**src/rtl/lpi_pkg.sv**
```systemverilog
package lpi_pkg;

  // coordinate and arithmetic widths
  localparam int unsigned DATA_W      = 32;
  localparam int unsigned ACC_W       = DATA_W + 1;
  localparam int unsigned COUNT_W     = 7;

  // one quotient bit per divide cycle over the 32-bit magnitude
  localparam int unsigned DIV_STEPS   = DATA_W;
  localparam int unsigned DIV_CNT_W   = $clog2(DIV_STEPS);

  // stream payload layout
  localparam int unsigned IN_TDATA_W  = 200;
  localparam int unsigned OUT_TDATA_W = 3 * DATA_W;

  typedef enum logic [2:0] {
    ST_IDLE,
    ST_PREP,
    ST_DIVIDE,
    ST_SIGN,
    ST_EMIT
  } lpi_state_e;

  // lockstep commands from the sequencer to every lane
  typedef struct packed {
    logic load;     // latch start point and difference
    logic prep;     // take magnitude of the difference
    logic div;      // one restoring divide step
    logic sign;     // apply sign to the quotient
    logic advance;  // add step into the accumulator
  } lpi_ctrl_t;

endpackage

```
**src/rtl/lpi_lane.sv**
```systemverilog
module lpi_lane #(
  parameter int unsigned DIV_W = 6
) (
  input  logic                             clk_i,
  input  lpi_pkg::lpi_ctrl_t               ctrl_i,
  input  logic [lpi_pkg::DATA_W-1:0]       from_i,
  input  logic [lpi_pkg::DATA_W-1:0]       to_i,
  input  logic [DIV_W-1:0]                 divisor_i,
  output logic [lpi_pkg::DATA_W-1:0]       point_o
);
  import lpi_pkg::*;

  logic [ACC_W-1:0]  work_q, work_d;
  logic [ACC_W-1:0]  accum_q, accum_d;
  logic [ACC_W-1:0]  step_q, step_d;
  logic [DIV_W-1:0]  rem_q, rem_d;
  logic              neg_q, neg_d;
  logic [DIV_W:0]    rem_sh;
  logic              q_bit;

  // restoring divide: shift one dividend bit into the remainder
  assign rem_sh = {rem_q, work_q[DATA_W-1]};
  assign q_bit  = (rem_sh >= {1'b0, divisor_i});

  always_comb begin
    work_d  = work_q;
    accum_d = accum_q;
    step_d  = step_q;
    rem_d   = rem_q;
    neg_d   = neg_q;
    if (ctrl_i.load) begin
      work_d  = {to_i[DATA_W-1], to_i} - {from_i[DATA_W-1], from_i};
      accum_d = {from_i[DATA_W-1], from_i};
      step_d  = '0;
      rem_d   = '0;
    end else if (ctrl_i.prep) begin
      neg_d  = work_q[ACC_W-1];
      work_d = work_q[ACC_W-1] ? (~work_q + ACC_W'(1)) : work_q;
    end else if (ctrl_i.div) begin
      work_d = {1'b0, work_q[DATA_W-2:0], q_bit};
      rem_d  = q_bit ? DIV_W'(rem_sh - {1'b0, divisor_i}) : rem_sh[DIV_W-1:0];
    end else if (ctrl_i.sign) begin
      step_d = neg_q ? (~{1'b0, work_q[DATA_W-1:0]} + ACC_W'(1))
                     : {1'b0, work_q[DATA_W-1:0]};
    end else if (ctrl_i.advance) begin
      accum_d = accum_q + step_q;
    end
  end

  always_ff @(posedge clk_i) begin
    work_q  <= work_d;
    accum_q <= accum_d;
    step_q  <= step_d;
    rem_q   <= rem_d;
    neg_q   <= neg_d;
  end

  assign point_o = accum_q[DATA_W-1:0];

endmodule

```
**src/rtl/lpi_merge.sv**
```systemverilog
module lpi_merge (
  input  logic                                clk_i,
  input  logic                                rst_ni,
  input  logic                                push_i,
  input  logic [lpi_pkg::DATA_W-1:0]          x_i,
  input  logic [lpi_pkg::DATA_W-1:0]          y_i,
  input  logic [lpi_pkg::DATA_W-1:0]          z_i,
  input  logic                                last_i,
  output logic                                ready_o,
  output logic                                m_axis_tvalid_o,
  input  logic                                m_axis_tready_i,
  output logic [lpi_pkg::OUT_TDATA_W-1:0]     m_axis_tdata_o,  // x_out, y_out, z_out
  output logic                                m_axis_tlast_o   // last_point
);
  import lpi_pkg::*;

  logic                   valid_q, valid_d;
  logic [OUT_TDATA_W-1:0] data_q;
  logic                   last_q;

  // output register frees when empty or being taken
  assign ready_o = !valid_q || m_axis_tready_i;
  assign valid_d = push_i || (valid_q && !m_axis_tready_i);

  always_ff @(posedge clk_i or negedge rst_ni) begin
    if (!rst_ni) begin
      valid_q <= 1'b0;
    end else begin
      valid_q <= valid_d;
    end
  end

  always_ff @(posedge clk_i) begin
    if (push_i) begin
      data_q <= {z_i, y_i, x_i};
      last_q <= last_i;
    end
  end

  assign m_axis_tvalid_o = valid_q;
  assign m_axis_tdata_o  = data_q;
  assign m_axis_tlast_o  = last_q;

endmodule

```
**src/rtl/linear_point_interpolator_top.sv**
```systemverilog
// Linear point interpolator: each request carries a start and an end point
// (x, y, depth, signed Q15.16) and a point count n, and the block emits n
// points on the master stream, the start point first and then running sums
// of the per-component step (end - start) / (n - 1), truncated toward zero,
// with tlast on the final point. A count of zero is taken as one, a count
// above MAX_COUNT is clipped to MAX_COUNT, and a count of one emits only the
// start point. Three lanes, one per component, run in lockstep; each has a
// restoring divider that produces one quotient bit per cycle over the 32-bit
// difference magnitude. A request is accepted, its magnitude formed, the
// quotient divided out and the sign applied before the points are emitted
// (a single point goes straight from acceptance to emission), and emission
// waits while the output stream stalls. One request is worked on at a time:
// the slave side is ready only while the block is idle.
module linear_point_interpolator_top #(
  parameter int unsigned MAX_COUNT = 64
) (
  input  logic                               clk_i,
  input  logic                               rst_ni,
  input  logic                               s_axis_tvalid_i,
  output logic                               s_axis_tready_o,
  // x_from, y_from, z_from, x_to, y_to, z_to, point_count, one pad bit
  input  logic [lpi_pkg::IN_TDATA_W-1:0]     s_axis_tdata_i,
  output logic                               m_axis_tvalid_o,
  input  logic                               m_axis_tready_i,
  // x_out, y_out, z_out
  output logic [lpi_pkg::OUT_TDATA_W-1:0]    m_axis_tdata_o,
  // last_point
  output logic                               m_axis_tlast_o
);
  import lpi_pkg::*;

  localparam int unsigned DIV_W = (MAX_COUNT > 2) ? $clog2(MAX_COUNT) : 1;
  localparam int unsigned CNT_W = $clog2(MAX_COUNT + 1);

  lpi_state_e           state_q, state_d;
  logic [DIV_CNT_W-1:0] div_cnt_q, div_cnt_d;
  logic [CNT_W-1:0]     left_q, left_d;
  logic [DIV_W-1:0]     divisor_q, divisor_d;
  lpi_ctrl_t            ctrl;
  logic                 accept;
  logic                 push;
  logic                 merge_ready;
  logic [COUNT_W-1:0]   count_in;
  logic [COUNT_W-1:0]   count_sat;
  logic                 is_last;
  logic [DATA_W-1:0]    x_pt, y_pt, z_pt;

  // request fields by component
  logic [DATA_W-1:0] from_pt [3];
  logic [DATA_W-1:0] to_pt   [3];

  always_comb begin
    for (int i = 0; i < 3; i++) begin
      from_pt[i] = s_axis_tdata_i[i*DATA_W +: DATA_W];
      to_pt[i]   = s_axis_tdata_i[(i+3)*DATA_W +: DATA_W];
    end
  end

  assign count_in = s_axis_tdata_i[6*DATA_W +: COUNT_W];

  // zero counts as one, large counts clip to the maximum
  always_comb begin
    if (count_in == '0) begin
      count_sat = COUNT_W'(1);
    end else if (count_in > COUNT_W'(MAX_COUNT)) begin
      count_sat = COUNT_W'(MAX_COUNT);
    end else begin
      count_sat = count_in;
    end
  end

  assign s_axis_tready_o = (state_q == ST_IDLE);
  assign accept          = s_axis_tvalid_i && s_axis_tready_o;
  assign is_last         = (left_q == CNT_W'(1));
  assign push            = (state_q == ST_EMIT) && merge_ready;

  // sequencer: next state and lane commands
  always_comb begin
    state_d     = state_q;
    div_cnt_d   = div_cnt_q;
    left_d      = left_q;
    divisor_d   = divisor_q;
    ctrl        = '0;
    case (state_q)
      ST_IDLE: begin
        if (accept) begin
          ctrl.load = 1'b1;
          left_d    = CNT_W'(count_sat);
          divisor_d = DIV_W'(count_sat - COUNT_W'(1));
          // a single point needs no step
          state_d   = (count_sat == COUNT_W'(1)) ? ST_EMIT : ST_PREP;
        end
      end
      ST_PREP: begin
        ctrl.prep = 1'b1;
        state_d   = ST_DIVIDE;
      end
      ST_DIVIDE: begin
        ctrl.div  = 1'b1;
        div_cnt_d = div_cnt_q + DIV_CNT_W'(1);
        if (div_cnt_q == DIV_CNT_W'(DIV_STEPS - 1)) begin
          div_cnt_d = '0;
          state_d   = ST_SIGN;
        end
      end
      ST_SIGN: begin
        ctrl.sign = 1'b1;
        state_d   = ST_EMIT;
      end
      ST_EMIT: begin
        if (push) begin
          left_d       = left_q - CNT_W'(1);
          ctrl.advance = !is_last;
          if (is_last) begin
            state_d = ST_IDLE;
          end
        end
      end
      default: begin
        state_d = ST_IDLE;
      end
    endcase
  end

  always_ff @(posedge clk_i or negedge rst_ni) begin
    if (!rst_ni) begin
      state_q   <= ST_IDLE;
      div_cnt_q <= '0;
      left_q    <= '0;
      divisor_q <= '0;
    end else begin
      state_q   <= state_d;
      div_cnt_q <= div_cnt_d;
      left_q    <= left_d;
      divisor_q <= divisor_d;
    end
  end

  // one lane per component
  lpi_lane #(.DIV_W(DIV_W)) u_lane_x (
    .clk_i     (clk_i),
    .ctrl_i    (ctrl),
    .from_i    (from_pt[0]),
    .to_i      (to_pt[0]),
    .divisor_i (divisor_q),
    .point_o   (x_pt)
  );

  lpi_lane #(.DIV_W(DIV_W)) u_lane_y (
    .clk_i     (clk_i),
    .ctrl_i    (ctrl),
    .from_i    (from_pt[1]),
    .to_i      (to_pt[1]),
    .divisor_i (divisor_q),
    .point_o   (y_pt)
  );

  lpi_lane #(.DIV_W(DIV_W)) u_lane_z (
    .clk_i     (clk_i),
    .ctrl_i    (ctrl),
    .from_i    (from_pt[2]),
    .to_i      (to_pt[2]),
    .divisor_i (divisor_q),
    .point_o   (z_pt)
  );

  // gather lane points into the output register
  lpi_merge u_merge (
    .clk_i           (clk_i),
    .rst_ni          (rst_ni),
    .push_i          (push),
    .x_i             (x_pt),
    .y_i             (y_pt),
    .z_i             (z_pt),
    .last_i          (is_last),
    .ready_o         (merge_ready),
    .m_axis_tvalid_o (m_axis_tvalid_o),
    .m_axis_tready_i (m_axis_tready_i),
    .m_axis_tdata_o  (m_axis_tdata_o),
    .m_axis_tlast_o  (m_axis_tlast_o)
  );

`ifndef SYNTH
  // a taken request closes the slave side on the next cycle
  assert property (@(posedge clk_i) disable iff (!rst_ni)
    accept |=> !s_axis_tready_o)
    else $error("slave side still ready after a request was taken");

  // emission never runs with no points left
  assert property (@(posedge clk_i) disable iff (!rst_ni)
    (state_q == ST_EMIT) |-> (left_q != '0))
    else $error("emitting with an empty point count");

  // divide step counter rests at zero outside the divide phase
  assert property (@(posedge clk_i) disable iff (!rst_ni)
    (state_q != ST_DIVIDE) |-> (div_cnt_q == '0))
    else $error("divide counter not at rest");
`endif

endmodule

```
**config.mk**
```make
export PLATFORM = sky130hd
export DESIGN_NAME = linear_point_interpolator_top
export DESIGN_NICKNAME = d
export VERILOG_FILES = /design/src/rtl/lpi_pkg.sv /design/src/rtl/lpi_lane.sv /design/src/rtl/lpi_merge.sv /design/src/rtl/linear_point_interpolator_top.sv
export SDC_FILE = /design/constraint.sdc
export NUM_CORES = 1
export LEC_CHECK = 0
export BUFFER_PORTS_ARGS = -buffer_cell sky130_fd_sc_hd__buf_2
export CAP_MARGIN = 20
export CORE_MARGIN = 2
export CORE_UTILIZATION = 50
export DETAILED_ROUTE_END_ITERATION = 7
export GPL_ROUTABILITY_DRIVEN = 0
export PLACE_DENSITY = 0.69
export SYNTH_ARGS = -nofsm -noshare
export SYNTH_HDL_FRONTEND = slang
export SYNTH_SLANG_ARGS = --single-unit
export TNS_END_PERCENT = 1
```
**constraint.sdc**
```tcl
create_clock -name clk_i -period 15.37 [get_ports clk_i]
set_input_delay 0 -clock clk_i [delete_from_list [all_inputs] [get_ports clk_i]]
set_output_delay 0 -clock clk_i [all_outputs]
set_load 0.02 [all_outputs]
```
==> results of run 1 <==
==> power by group through the flow <==
stage                     registers, mW  clock network, mW  logic, mW
after floorplan                    2.50                  0       3.12
after global placement             2.62                  0       3.90
after detailed placement           2.63                  0       3.96
after CTS                          2.61               1.28       4.02
after global routing               2.69               1.33       4.53
final                              2.62               1.26       4.06
==> timing repair <==
item                                    CTS  global route
endpoints found under the hold margin   146             0
hold buffers                            119             0
endpoints found under the setup margin    0             0
==> Yosys cell counts, types with 47 or more instances <==
| cell type | n | area share, % |
|---|---|---|
| xnor2_1 | 133 | 3.9 |
| o221ai_1 | 47 | 1.4 |
| dfxtp_1 | 114 | 7.6 |
| ha_1 | 216 | 9.0 |
| xor2_1 | 189 | 5.5 |
| a21o_1 | 104 | 2.6 |
| inv_1 | 164 | 2.1 |
| nor3_1 | 56 | 0.94 |
| o21ai_0 | 248 | 4.1 |
| clkbuf_1 | 141 | 1.8 |
| edfxtp_1 | 295 | 30 |
| a21oi_1 | 252 | 4.2 |
| a211oi_1 | 119 | 3.0 |
| nor2_1 | 294 | 3.7 |
| nand2_1 | 317 | 4.0 |
| nand2b_1 | 49 | 1.0 |
==> sequential cells by signal (all words and copies together), names as in the netlist, 32 cells and up <==
name	cells
u_lane_x.accum_q	32
u_lane_z.step_q	32
u_lane_y.work_q	33
u_merge.m_axis_tdata_o	96
u_lane_z.accum_q	32
u_lane_x.step_q	32
u_lane_z.work_q	33
u_lane_y.accum_q	32
u_lane_y.step_q	32
u_lane_x.work_q	33
==> critical path: cells and delay by family, from the launching register on <==
| family | cells | cell delay, ps |
|---|---|---|
| simple gates | 2 | 250 |
| flops | 1 | 430 |
| compound gates | 8 | 3150 |
| fa+ha+maj | 1 | 300 |
==> layout by cell type (no fill, tap or decap), types with 9 or more instances in the layout <==
cell type	n
a21oi_1	252
fa_1	9
buf_4	17
nand2b_1	49
a21o_1	104
nand2_1	316
mux2i_1	12
ha_1	216
o31ai_1	14
inv_1	163
a31oi_1	32
nor2b_1	33
o211ai_1	21
a211oi_1	119
xnor2_1	133
nor3_1	56
edfxtp_1	295
or2_2	14
nand3_1	30
dfxtp_1	114
o21bai_1	22
o311ai_0	10
dfrtp_1	22
nand4_1	29
or4_1	10
clkbuf_1	18
a22oi_1	27
and3_1	15
dlygate4sd3_1	119
a221oi_1	11
xor2_1	189
o21ai_0	247
nor4_1	17
and2_1	21
or3_1	34
nor2_1	294
o221ai_1	47
clkbuf_16	53
buf_2	301
o21a_1	24
==> cells by family after synthesis <==
group / Yosys count / share of synthesized area, %
compound gates: 1011 / 21.6
flops: 431 / 39.0
xor+xnor: 322 / 9.41
mux: 15 / 0.514
fa+ha+maj: 225 / 9.62
buf+inv: 331 / 4.42
simple gates: 968 / 15.4
==> final timing paths <==
path | startpoint | endpoint | slack [ps]
worst max-delay path | u_lane_y.accum_q[1]$_DFFE_PP_ | u_lane_y.accum_q[29]$_DFFE_PP_ | 11000
worst min-delay path | s_axis_tdata_i[172] | u_lane_z.work_q[12]$_DFFE_PP_ | 20
worst max register to register | u_lane_y.accum_q[1]$_DFFE_PP_ | u_lane_y.accum_q[29]$_DFFE_PP_ | 11000
worst min register to register | u_lane_y.rem_q[5]$_SDFFE_PP0P_ | u_lane_y.rem_q[5]$_SDFFE_PP0P_ | 450
max in group asynchronous | rst_ni | divisor_q[1]$_DFFE_PN0P_ | 14520
min in group asynchronous | rst_ni | left_q[5]$_DFFE_PN0P_ | 390
==> stage by stage <==
stage / instance area [um2] / hold slack (ps) / utilization (%) / power (mW) / setup slack (ps)
floorplan: 30000 / -296 / - / 5.62 / 7040
global placement: 31900 / 2.94 / 54.0 / 6.52 / 11310
detailed placement: 31900 / 8.24 / 54.0 / 6.59 / 11240
CTS: 34800 / 5.11 / 58.9 / 7.91 / 11190
global route: 34900 / 9.64 / 59.0 / 8.55 / 10940
finish: 34900 / 24.7 / 59.0 / 7.94 / 11000
==> routing by layer <==
layer | vias to the layer above | track usage (%) | share of wire, %
li1 | 12700 | - | -
met1 | 12200 | 34.4 | 45
met2 | 761 | 42.4 | 46
met3 | 156 | 4.65 | 6.3
met4 | 8 | 7.48 | 2.8
met5 | - | 0 | 0.057
==> final cells by class <==
cell class | count | area (um2)
Timing Repair Buffer | 440 | 2890
Inverter | 164 | 618
Antenna cell | 2 | 5.00
Clock buffer | 78 | 1490
Tap cell | 773 | 967
Multi-Input combinational cell | 2541 | 17000
Fill cell | 5145 | 24300
Clock inverter | 15 | 225
Sequential cell | 431 | 11700
==> run_results.csv, run 1 <==
group,metric,value,unit
clock_tree,htreeDepth,2,
detailed_routing,vias,25900,
critical_path,cp_data_required_time,15730,ps
power_and_ir_drop,p_sw,3.43,mW
critical_path,path_cells,"ha_1 > a21o_1 > a41oi_1 > a311oi_1 > o21ai_0 > o21ai_0 > a221oi_1 > nor4_1 > a211oi_1 > nor4_1 > a2111oi_0",
floorplan,dieArea,0.0619,mm2
min_path,hold_path.class,"in2reg",
sta,period_share,28.5,%
power_and_ir_drop,vdd_drop_max,0.153,mV
detailed_routing,wl,82.2,mm
clock_tree,clk_path_buf_depth,3,
clock_tree,numCtsBuffers,50,
global_route,grt_overflow,0,
critical_path,arrival,4730,ps
sta,worstMarginPinSlew,1080,ps
floorplan,core-area,0.0591,mm2
clock_tree,clock_sinks,431,
clock_tree,tritoncts,"done",
critical_path,crit_path_max_fanout,3,
cells_and_area,area_growth,16.4,%
detailed_routing,vias_per_cell,5.82,
cells_and_area,stdcell_count,4444,
synthesis,synth_area,0.0300,mm2
clock_tree,clock_latency,600,ps
power_and_ir_drop,powerDensity,228,mW/mm2
detailed_routing,drtAntennaViolNets,0,
status,outcome,"complete, no violations",
critical_path,cp_slowest_cell,"o21ai_0",
clock_tree,clk_pin_slew_worst_paths,60,ps
floorplan,rows,89,
sta,finalSetupViolCount,0,
min_path,min_path_cells,4,
global_route,grt_pass1_wl,130,mm
sta,fin_skew,22.4,ps
placement,dp.cells,4228,
clock_tree,post_cts.repair.setup_buffers,0,
cells_and_area,nets,4057,
sta,fmax,229,MHz
detailed_routing,avgRoutedWirePerCell,18.5,um
floorplan,ios,303,
flow_run,maxCapViolCount,0,
sta,fin_tns_setup,0,ps
critical_path,cp_slowest_stage_delay,660,ps
sta,period_minus_slack,4370,ps
global_route,grt_pass1_vias,24500,
synthesis,syn_nets,3732,
sta,slew_viol_final,0,
synthesis,synth_cell_types,89,
sta,rsz0062_at_grt,"false",
synthesis,avgSynthCellArea,9.07,um2
detailed_routing,first_iter_violations,1873,
synthesis,ys_warn_count,0,
power_and_ir_drop,p_clk_share,15.9,%
cells_and_area,drive_gt1_share,12.3,%
synthesis,synth-seq-cells,431,
synthesis,synth_ff_type,"edfxtp_1",
power_and_ir_drop,pwr-share-seq,33.0,%
detailed_routing,drc,0,
detailed_routing,dr.pass1.iters,5,
placement,numPortBuffers,301,
sta,slew_headroom,27.8,%
critical_path,end_kind,"flip-flop",
critical_path,critPathLaunchType,"flip-flop",
floorplan,die_y,249,um
critical_path,reg2reg_depth,11,
critical_path,path_class,"reg2reg",
synthesis,netlist_instances,3303,
synthesis,synth_edf_count,295,
floorplan,die_w,249,um
global_route,track_usage,25.7,%
power_and_ir_drop,power_frac_comb,51.2,%
power_and_ir_drop,switching_share,43.2,%
global_route,antenna_found_initial,6,
sta,hold_violations,0,
synthesis,async_flop_share,5.10,%
power_and_ir_drop,p_int,4.51,mW
global_route,grt_max_degree,184,
floorplan,initial_utilization,50.7,%
placement,dpl.hpwl,57.9,mm
power_and_ir_drop,leakagePower,14.5,nW
clock_tree,clockRootBuffer,"clkbuf_16",
clock_tree,post_cts_resize_count,0,
synthesis,seq_area_frac_synth,39.0,%
Power figures use the tool's default switching activity.
==> run 2: changes to the inputs <==
--- a/config.mk
+++ b/config.mk
@@ -11,7 +11,7 @@
 export CORE_UTILIZATION = 50
 export DETAILED_ROUTE_END_ITERATION = 7
 export GPL_ROUTABILITY_DRIVEN = 0
-export PLACE_DENSITY = 0.69
+export PLACE_DENSITY = 0.72
 export SYNTH_ARGS = -nofsm -noshare
 export SYNTH_HDL_FRONTEND = slang
 export SYNTH_SLANG_ARGS = --single-unit
==> constraint.sdc (replaced) <==
create_clock -name clk_i -period 3.5 [get_ports clk_i]
set_input_delay 0 -clock clk_i [delete_from_list [all_inputs] [get_ports clk_i]]
set_output_delay 0 -clock clk_i [all_outputs]
set_load 0.02 [all_outputs]
==> run_results.csv, run 2 (synthesis results as in run 1) <==
group,metric,value,unit
clock_tree,post_cts.repair.setup_buffers,0,
clock_tree,numCtsBuffers,50,
critical_path,cp_slowest_cell,"o41a_1",
min_path,min_path_cells,4,
clock_tree,clock_latency,600,ps
cells_and_area,stdcell_count,4536,
placement,numPortBuffers,301,
global_route,grt_pass1_wl,133,mm
flow_run,maxCapViolCount,0,
sta,fin_skew,16.9,ps
placement,dpl.hpwl,59.0,mm
placement,dp.cells,4325,
cells_and_area,drive_gt1_share,15.2,%
global_route,track_usage,26.1,%
sta,hold_slack,7.94,ps
critical_path,end_kind,"flip-flop",
sta,hold_violations,0,
clock_tree,tritoncts,"done",
floorplan,ios,303,
placement,dp_slack,-68.5,ps
cells_and_area,layout_common_cells,"nand2_1, buf_2, edfxtp_1",
detailed_routing,drtAntennaViolNets,0,
cells_and_area,multiInputGateArea,0.0171,mm2
cells_and_area,num_antenna_cells,0,
critical_path,cpMostUsedCell,"buf_4",
detailed_routing,avgRoutedWirePerCell,18.3,um
clock_tree,clk_pin_slew_worst_paths,60,ps
sta,slew_viol_final,0,
global_route,grt_overflow,0,
detailed_routing,vias,26300,
global_route,grt_pass1_vias,25300,
sta,rsz0062_at_grt,"true",
clock_tree,clk_path_buf_depth,3,
detailed_routing,first_iter_violations,1861,
critical_path,rrSetupSlack,100,ps
critical_path,cp_slowest_stage_delay,490,ps
clock_tree,htreeDepth,2,
sta,worstMarginPinSlew,984,ps
min_path,hold_end,"u_lane_z.work_q[31]$_DFFE_PP_",
power_and_ir_drop,leakagePower,15.0,nW
critical_path,crit_path_max_fanout,3,
detailed_routing,wl,83.0,mm
clock_tree,clockRootBuffer,"clkbuf_16",
floorplan,dieArea,0.0619,mm2
critical_path,path_class,"reg2reg",
critical_path,reg2reg_to,"u_lane_y.accum_q[30]$_DFFE_PP_",
floorplan,die_w,249,um
cells_and_area,area_growth,19.3,%
sta,finalSetupViolCount,0,
floorplan,initial_utilization,50.7,%
detailed_routing,drc,0,
status,outcome,"complete, no violations",
floorplan,die_y,249,um
cells_and_area,finish.utilization,60.5,%
sta,period_share,97.1,%
detailed_routing,dr.pass1.iters,6,
global_route,grt_max_degree,184,
sta,fmax,294,MHz
critical_path,cp_data_required_time,3830,ps
min_path,hp-start,"s_axis_tdata_i[191]",
sta,setup_slack,101,ps
cells_and_area,largest_register_ffs,96,
global_route,antenna_found_initial,2,
floorplan,core-area,0.0591,mm2
cells_and_area,final_common_cell,"nand2_1",
power_and_ir_drop,powerDensity,1010,mW/mm2
critical_path,arrival,3730,ps
cells_and_area,nFillCells,4970,
cells_and_area,nets,4151,
cells_and_area,regArea,0.0117,mm2
clock_tree,clock_sinks,431,
critical_path,critPathLaunchType,"flip-flop",
detailed_routing,vias_per_cell,5.79,
sta,period_minus_slack,3400,ps
critical_path,path_cells,"ha_1 > buf_4 > fa_1 > a21oi_2 > o21ai_2 > a21oi_4 > or2_2 > o311a_1 > o41a_1 > o31ai_1 > buf_4 > a31oi_1 > xor2_1 > o21ai_0",
critical_path,timing.rr.start,"u_lane_y.accum_q[0]$_DFFE_PP_",
floorplan,rows,89,
sta,slew_headroom,34.4,%
power_and_ir_drop,vdd_drop_max,0.628,mV
critical_path,reg2reg_depth,14,
min_path,hold_path.class,"in2reg",
[run 2: changes by cell type in the layout (fill, tap and decap cells not counted), sizes merged]
cell         change
clkbuf           -9
inv              +1
diode            -2
clkinv           +9
dlygate4sd3      -3
buf             +97
bufinv           -1
[run 2: layout make-up]
class	count	area share, %
tap	773	2.71
sequential	431	32.7
inverter	164	1.73
timing repair buffer	534	10.3
multi-input combinational	2541	47.9
clock buffer	69	3.98
clock inverter	24	0.693
[run 2: report_power, final]
part / switching [mW] / internal [mW] / leakage (nW)
Combinational: 11.2 / 8.05 / 10.2
Sequential: 2.12 / 9.26 / 4.01
Clock: 2.19 / 3.20 / 0.826
Total: 15.5 / 20.5 / 15.0
[run 2: per-layer routing]
| layer | global-route usage (%) | part of all wire, % | vias to the layer above |
|---|---|---|---|
| met5 | 0 | 0.030 | - |
| met4 | 7.32 | 2.7 | 4 |
| met3 | 3.26 | 5.2 | 147 |
| met2 | 44.0 | 47 | 814 |
| met1 | 35.2 | 45 | 12400 |
| li1 | - | - | 12900 |
[run 2: how the worst max path moves through the flow]
stage,from,endpoint,cells after the start
2_1_floorplan,state_q[1]$_DFFE_PN0P_,left_q[4]$_DFFE_PN0P_,9
3_3_place_gp,u_lane_y.accum_q[0]$_DFFE_PP_,u_lane_y.accum_q[28]$_DFFE_PP_,14
3_5_place_dp,u_lane_y.accum_q[0]$_DFFE_PP_,u_lane_y.accum_q[30]$_DFFE_PP_,14
4_1_cts,u_lane_y.accum_q[4]$_DFFE_PP_,u_lane_y.accum_q[29]$_DFFE_PP_,14
5_1_grt,u_lane_x.accum_q[0]$_DFFE_PP_,u_lane_x.accum_q[30]$_DFFE_PP_,13
6_report,u_lane_y.accum_q[0]$_DFFE_PP_,u_lane_y.accum_q[30]$_DFFE_PP_,14
[run 2: what timing repair did]
| action | 4_1_cts | 5_1_grt |
|---|---|---|
| pin swaps | 0 | 2 |
| hold buffers | 116 | 0 |
| gates resized for setup | 6 | 28 |
| hold endpoints to repair | 141 | 0 |
| endpoints found under the setup margin | 8 | 29 |
[run 2: worst max-delay path, delay by kind of cell (launching register included)]
kind                       cells  cell delay [ps]
buffers and inverters          2              290
AOI/OAI and AO/OA              8             1640
xor gates and xnor gates       1              140
and+or+nand+nor                1              320
adders and majority gates      2              400
DFF                            1              350
[run 2: through the flow]
stage / setup TNS (ps) / power (mW) / instance area [um2]
6_report: 0 / 36.0 / 35700
5_1_grt: -270 / 38.8 / 35700
4_1_cts: 0 / 35.7 / 35600
3_5_place_dp: -304 / 30.0 / 32700
3_3_place_gp: -65.1 / 29.6 / 32700
2_1_floorplan: -720 / 24.6 / 30000
==> run 3: changes to the inputs <==
--- a/config.mk
+++ b/config.mk
@@ -8,10 +8,10 @@
 export BUFFER_PORTS_ARGS = -buffer_cell sky130_fd_sc_hd__buf_2
 export CAP_MARGIN = 20
 export CORE_MARGIN = 2
-export CORE_UTILIZATION = 50
+export CORE_UTILIZATION = 55
 export DETAILED_ROUTE_END_ITERATION = 7
 export GPL_ROUTABILITY_DRIVEN = 0
-export PLACE_DENSITY = 0.72
+export PLACE_DENSITY = 0.78
 export SYNTH_ARGS = -nofsm -noshare
 export SYNTH_HDL_FRONTEND = slang
 export SYNTH_SLANG_ARGS = --single-unit
==> run_results.csv, run 3 (synthesis results as in run 1) <==
group,metric,value,unit
status,outcome,"complete, no violations",
detailed_routing,drc,0,
cells_and_area,final_common_cell,"nand2_1",
power_and_ir_drop,powerDensity,1020,mW/mm2
critical_path,path_class,"reg2reg",
global_route,grt_overflow,0,
clock_tree,post_cts.repair.setup_buffers,0,
cells_and_area,area_growth,19.0,%
clock_tree,clockRootBuffer,"clkbuf_16",
sta,worstMarginPinSlew,1120,ps
detailed_routing,first_iter_violations,2162,
detailed_routing,dr.pass1.iters,6,
floorplan,core-area,0.0538,mm2
critical_path,crit_path_max_fanout,3,
sta,hold_violations,0,
global_route,grt_pass1_vias,25600,
cells_and_area,regArea,0.0117,mm2
cells_and_area,largest_register_ffs,96,
clock_tree,htreeDepth,2,
critical_path,critPathLaunchType,"flip-flop",
cells_and_area,multiInputGateArea,0.0171,mm2
clock_tree,clk_pin_slew_worst_paths,60,ps
detailed_routing,avgRoutedWirePerCell,18.7,um
floorplan,dieArea,0.0564,mm2
global_route,track_usage,28.6,%
clock_tree,clk_path_buf_depth,3,
cells_and_area,layout_common_cells,"nand2_1, buf_2, edfxtp_1",
cells_and_area,nFillCells,4217,
floorplan,ios,303,
global_route,grt_max_degree,105,
clock_tree,clock_latency,600,ps
flow_run,maxCapViolCount,0,
detailed_routing,vias,26800,
global_route,antenna_found_initial,3,
sta,slew_viol_final,0,
clock_tree,clock_sinks,431,
critical_path,arrival,3770,ps
sta,rsz0062_at_grt,"true",
floorplan,die_y,237,um
critical_path,end_kind,"flip-flop",
sta,period_share,98.7,%
placement,numPortBuffers,301,
sta,hold_slack,28.6,ps
clock_tree,numCtsBuffers,49,
clock_tree,tritoncts,"done",
sta,slew_headroom,25.3,%
critical_path,rrSetupSlack,50,ps
cells_and_area,nets,4137,
min_path,hold_path.class,"in2reg",
detailed_routing,drtAntennaViolNets,0,
floorplan,die_w,237,um
power_and_ir_drop,leakagePower,15.0,nW
placement,dpl.hpwl,57.4,mm
floorplan,initial_utilization,55.7,%
critical_path,cp_data_required_time,3820,ps
detailed_routing,wl,82.9,mm
cells_and_area,drive_gt1_share,14.9,%
sta,finalSetupViolCount,0,
sta,fmax,290,MHz
power_and_ir_drop,vdd_drop_max,0.660,mV
cells_and_area,finish.utilization,66.3,%
global_route,grt_pass1_wl,132,mm
detailed_routing,vias_per_cell,6.03,
floorplan,rows,85,
sta,fin_skew,27.6,ps
sta,period_minus_slack,3450,ps
-- run 3: cell count changes in the layout (fill, tap and decap cells not counted), sizes merged --
| cell | before | now |
|---|---|---|
| buf | 418 | 401 |
| clkinv | 17 | 12 |
| clkbuf | 69 | 73 |
| dlygate4sd3 | 116 | 120 |
| diode | 0 | 2 |
| bufinv | 5 | 6 |
| clkinvlp | 1 | 0 |
| inv | 165 | 164 |
-- run 3: repair_timing --
action	in CTS	in global routing
hold buffers	120	0
endpoints found under the setup margin	4	25
hold endpoints to repair	143	0
gates cloned	0	0
gates resized for setup	4	29
pin swaps	1	12
-- run 3: final cells by class --
type | count | share of cell area, %
diodes | 2 | 0.0140
inverters | 164 | 1.73
clock inverters | 18 | 0.705
repair buffers | 521 | 10.1
multi-input cells | 2541 | 48.0
clock buffers | 73 | 4.21
flip-flops and latches | 431 | 32.8
well taps | 696 | 2.44
-- run 3: path summary, 6_finish.rpt --
| check | start | to | depth (start not counted) |
|---|---|---|---|
| worst max register to register | u_lane_x.accum_q[0]$_DFFE_PP_ | u_lane_x.accum_q[28]$_DFFE_PP_ | 13 |
| worst min-delay path | s_axis_tdata_i[172] | u_lane_z.work_q[12]$_DFFE_PP_ | 4 |
| worst max-delay path | u_lane_x.accum_q[0]$_DFFE_PP_ | u_lane_x.accum_q[28]$_DFFE_PP_ | 13 |
| max in group asynchronous | rst_ni | state_q[1]$_DFFE_PN0P_ | 4 |
| worst min register to register | u_lane_y.accum_q[13]$_DFFE_PP_ | u_merge.m_axis_tdata_o[45]$_DFFE_PP_ | 0 |
| min in group asynchronous | rst_ni | left_q[3]$_DFFE_PN0P_ | 3 |
-- run 3: metrics by stage --
step	std cells	power (mW)	setup TNS [ps]	instance area [um2]	setup WS, ps
2_1_floorplan	3303	24.6	-720	30000	-183
3_3_place_gp	4231	29.3	-68.8	32500	-68.8
3_5_place_dp	4231	29.8	-189	32500	-141
4_1_cts	4442	35.7	0	35500	4.65
5_1_grt	4446	38.8	-62.4	35700	-49.2
6_report	4446	36.2	0	35700	47.2
-- run 3: worst max-delay path, stage by stage, from the launching register on --
cell and delay (ps):
edfxtp_1 390, ha_1 240, fa_1 420, a21oi_1 230, o31ai_1 100, a21oi_1 240, o211ai_1 200, a311oi_2 290
o21bai_1 190, a21oi_1 370, o41ai_1 140, buf_4 150, xnor2_1 110, o21ai_0 100
-- run 3: layer usage --
metal / global-route usage [%] / share of wire (%) / vias up
met5: 0 / 0.014 / -
met4: 8.88 / 3.0 / 2
met3: 4.47 / 7.1 / 194
met2: 48.0 / 48 / 1063
met1: 37.9 / 42 / 12600
li1: - / - / 12900
-- run 3: report_power, final --
part	switching [mW]	internal (mW)
logic	11.2	7.93
registers	2.17	9.26
clock network	2.20	3.41
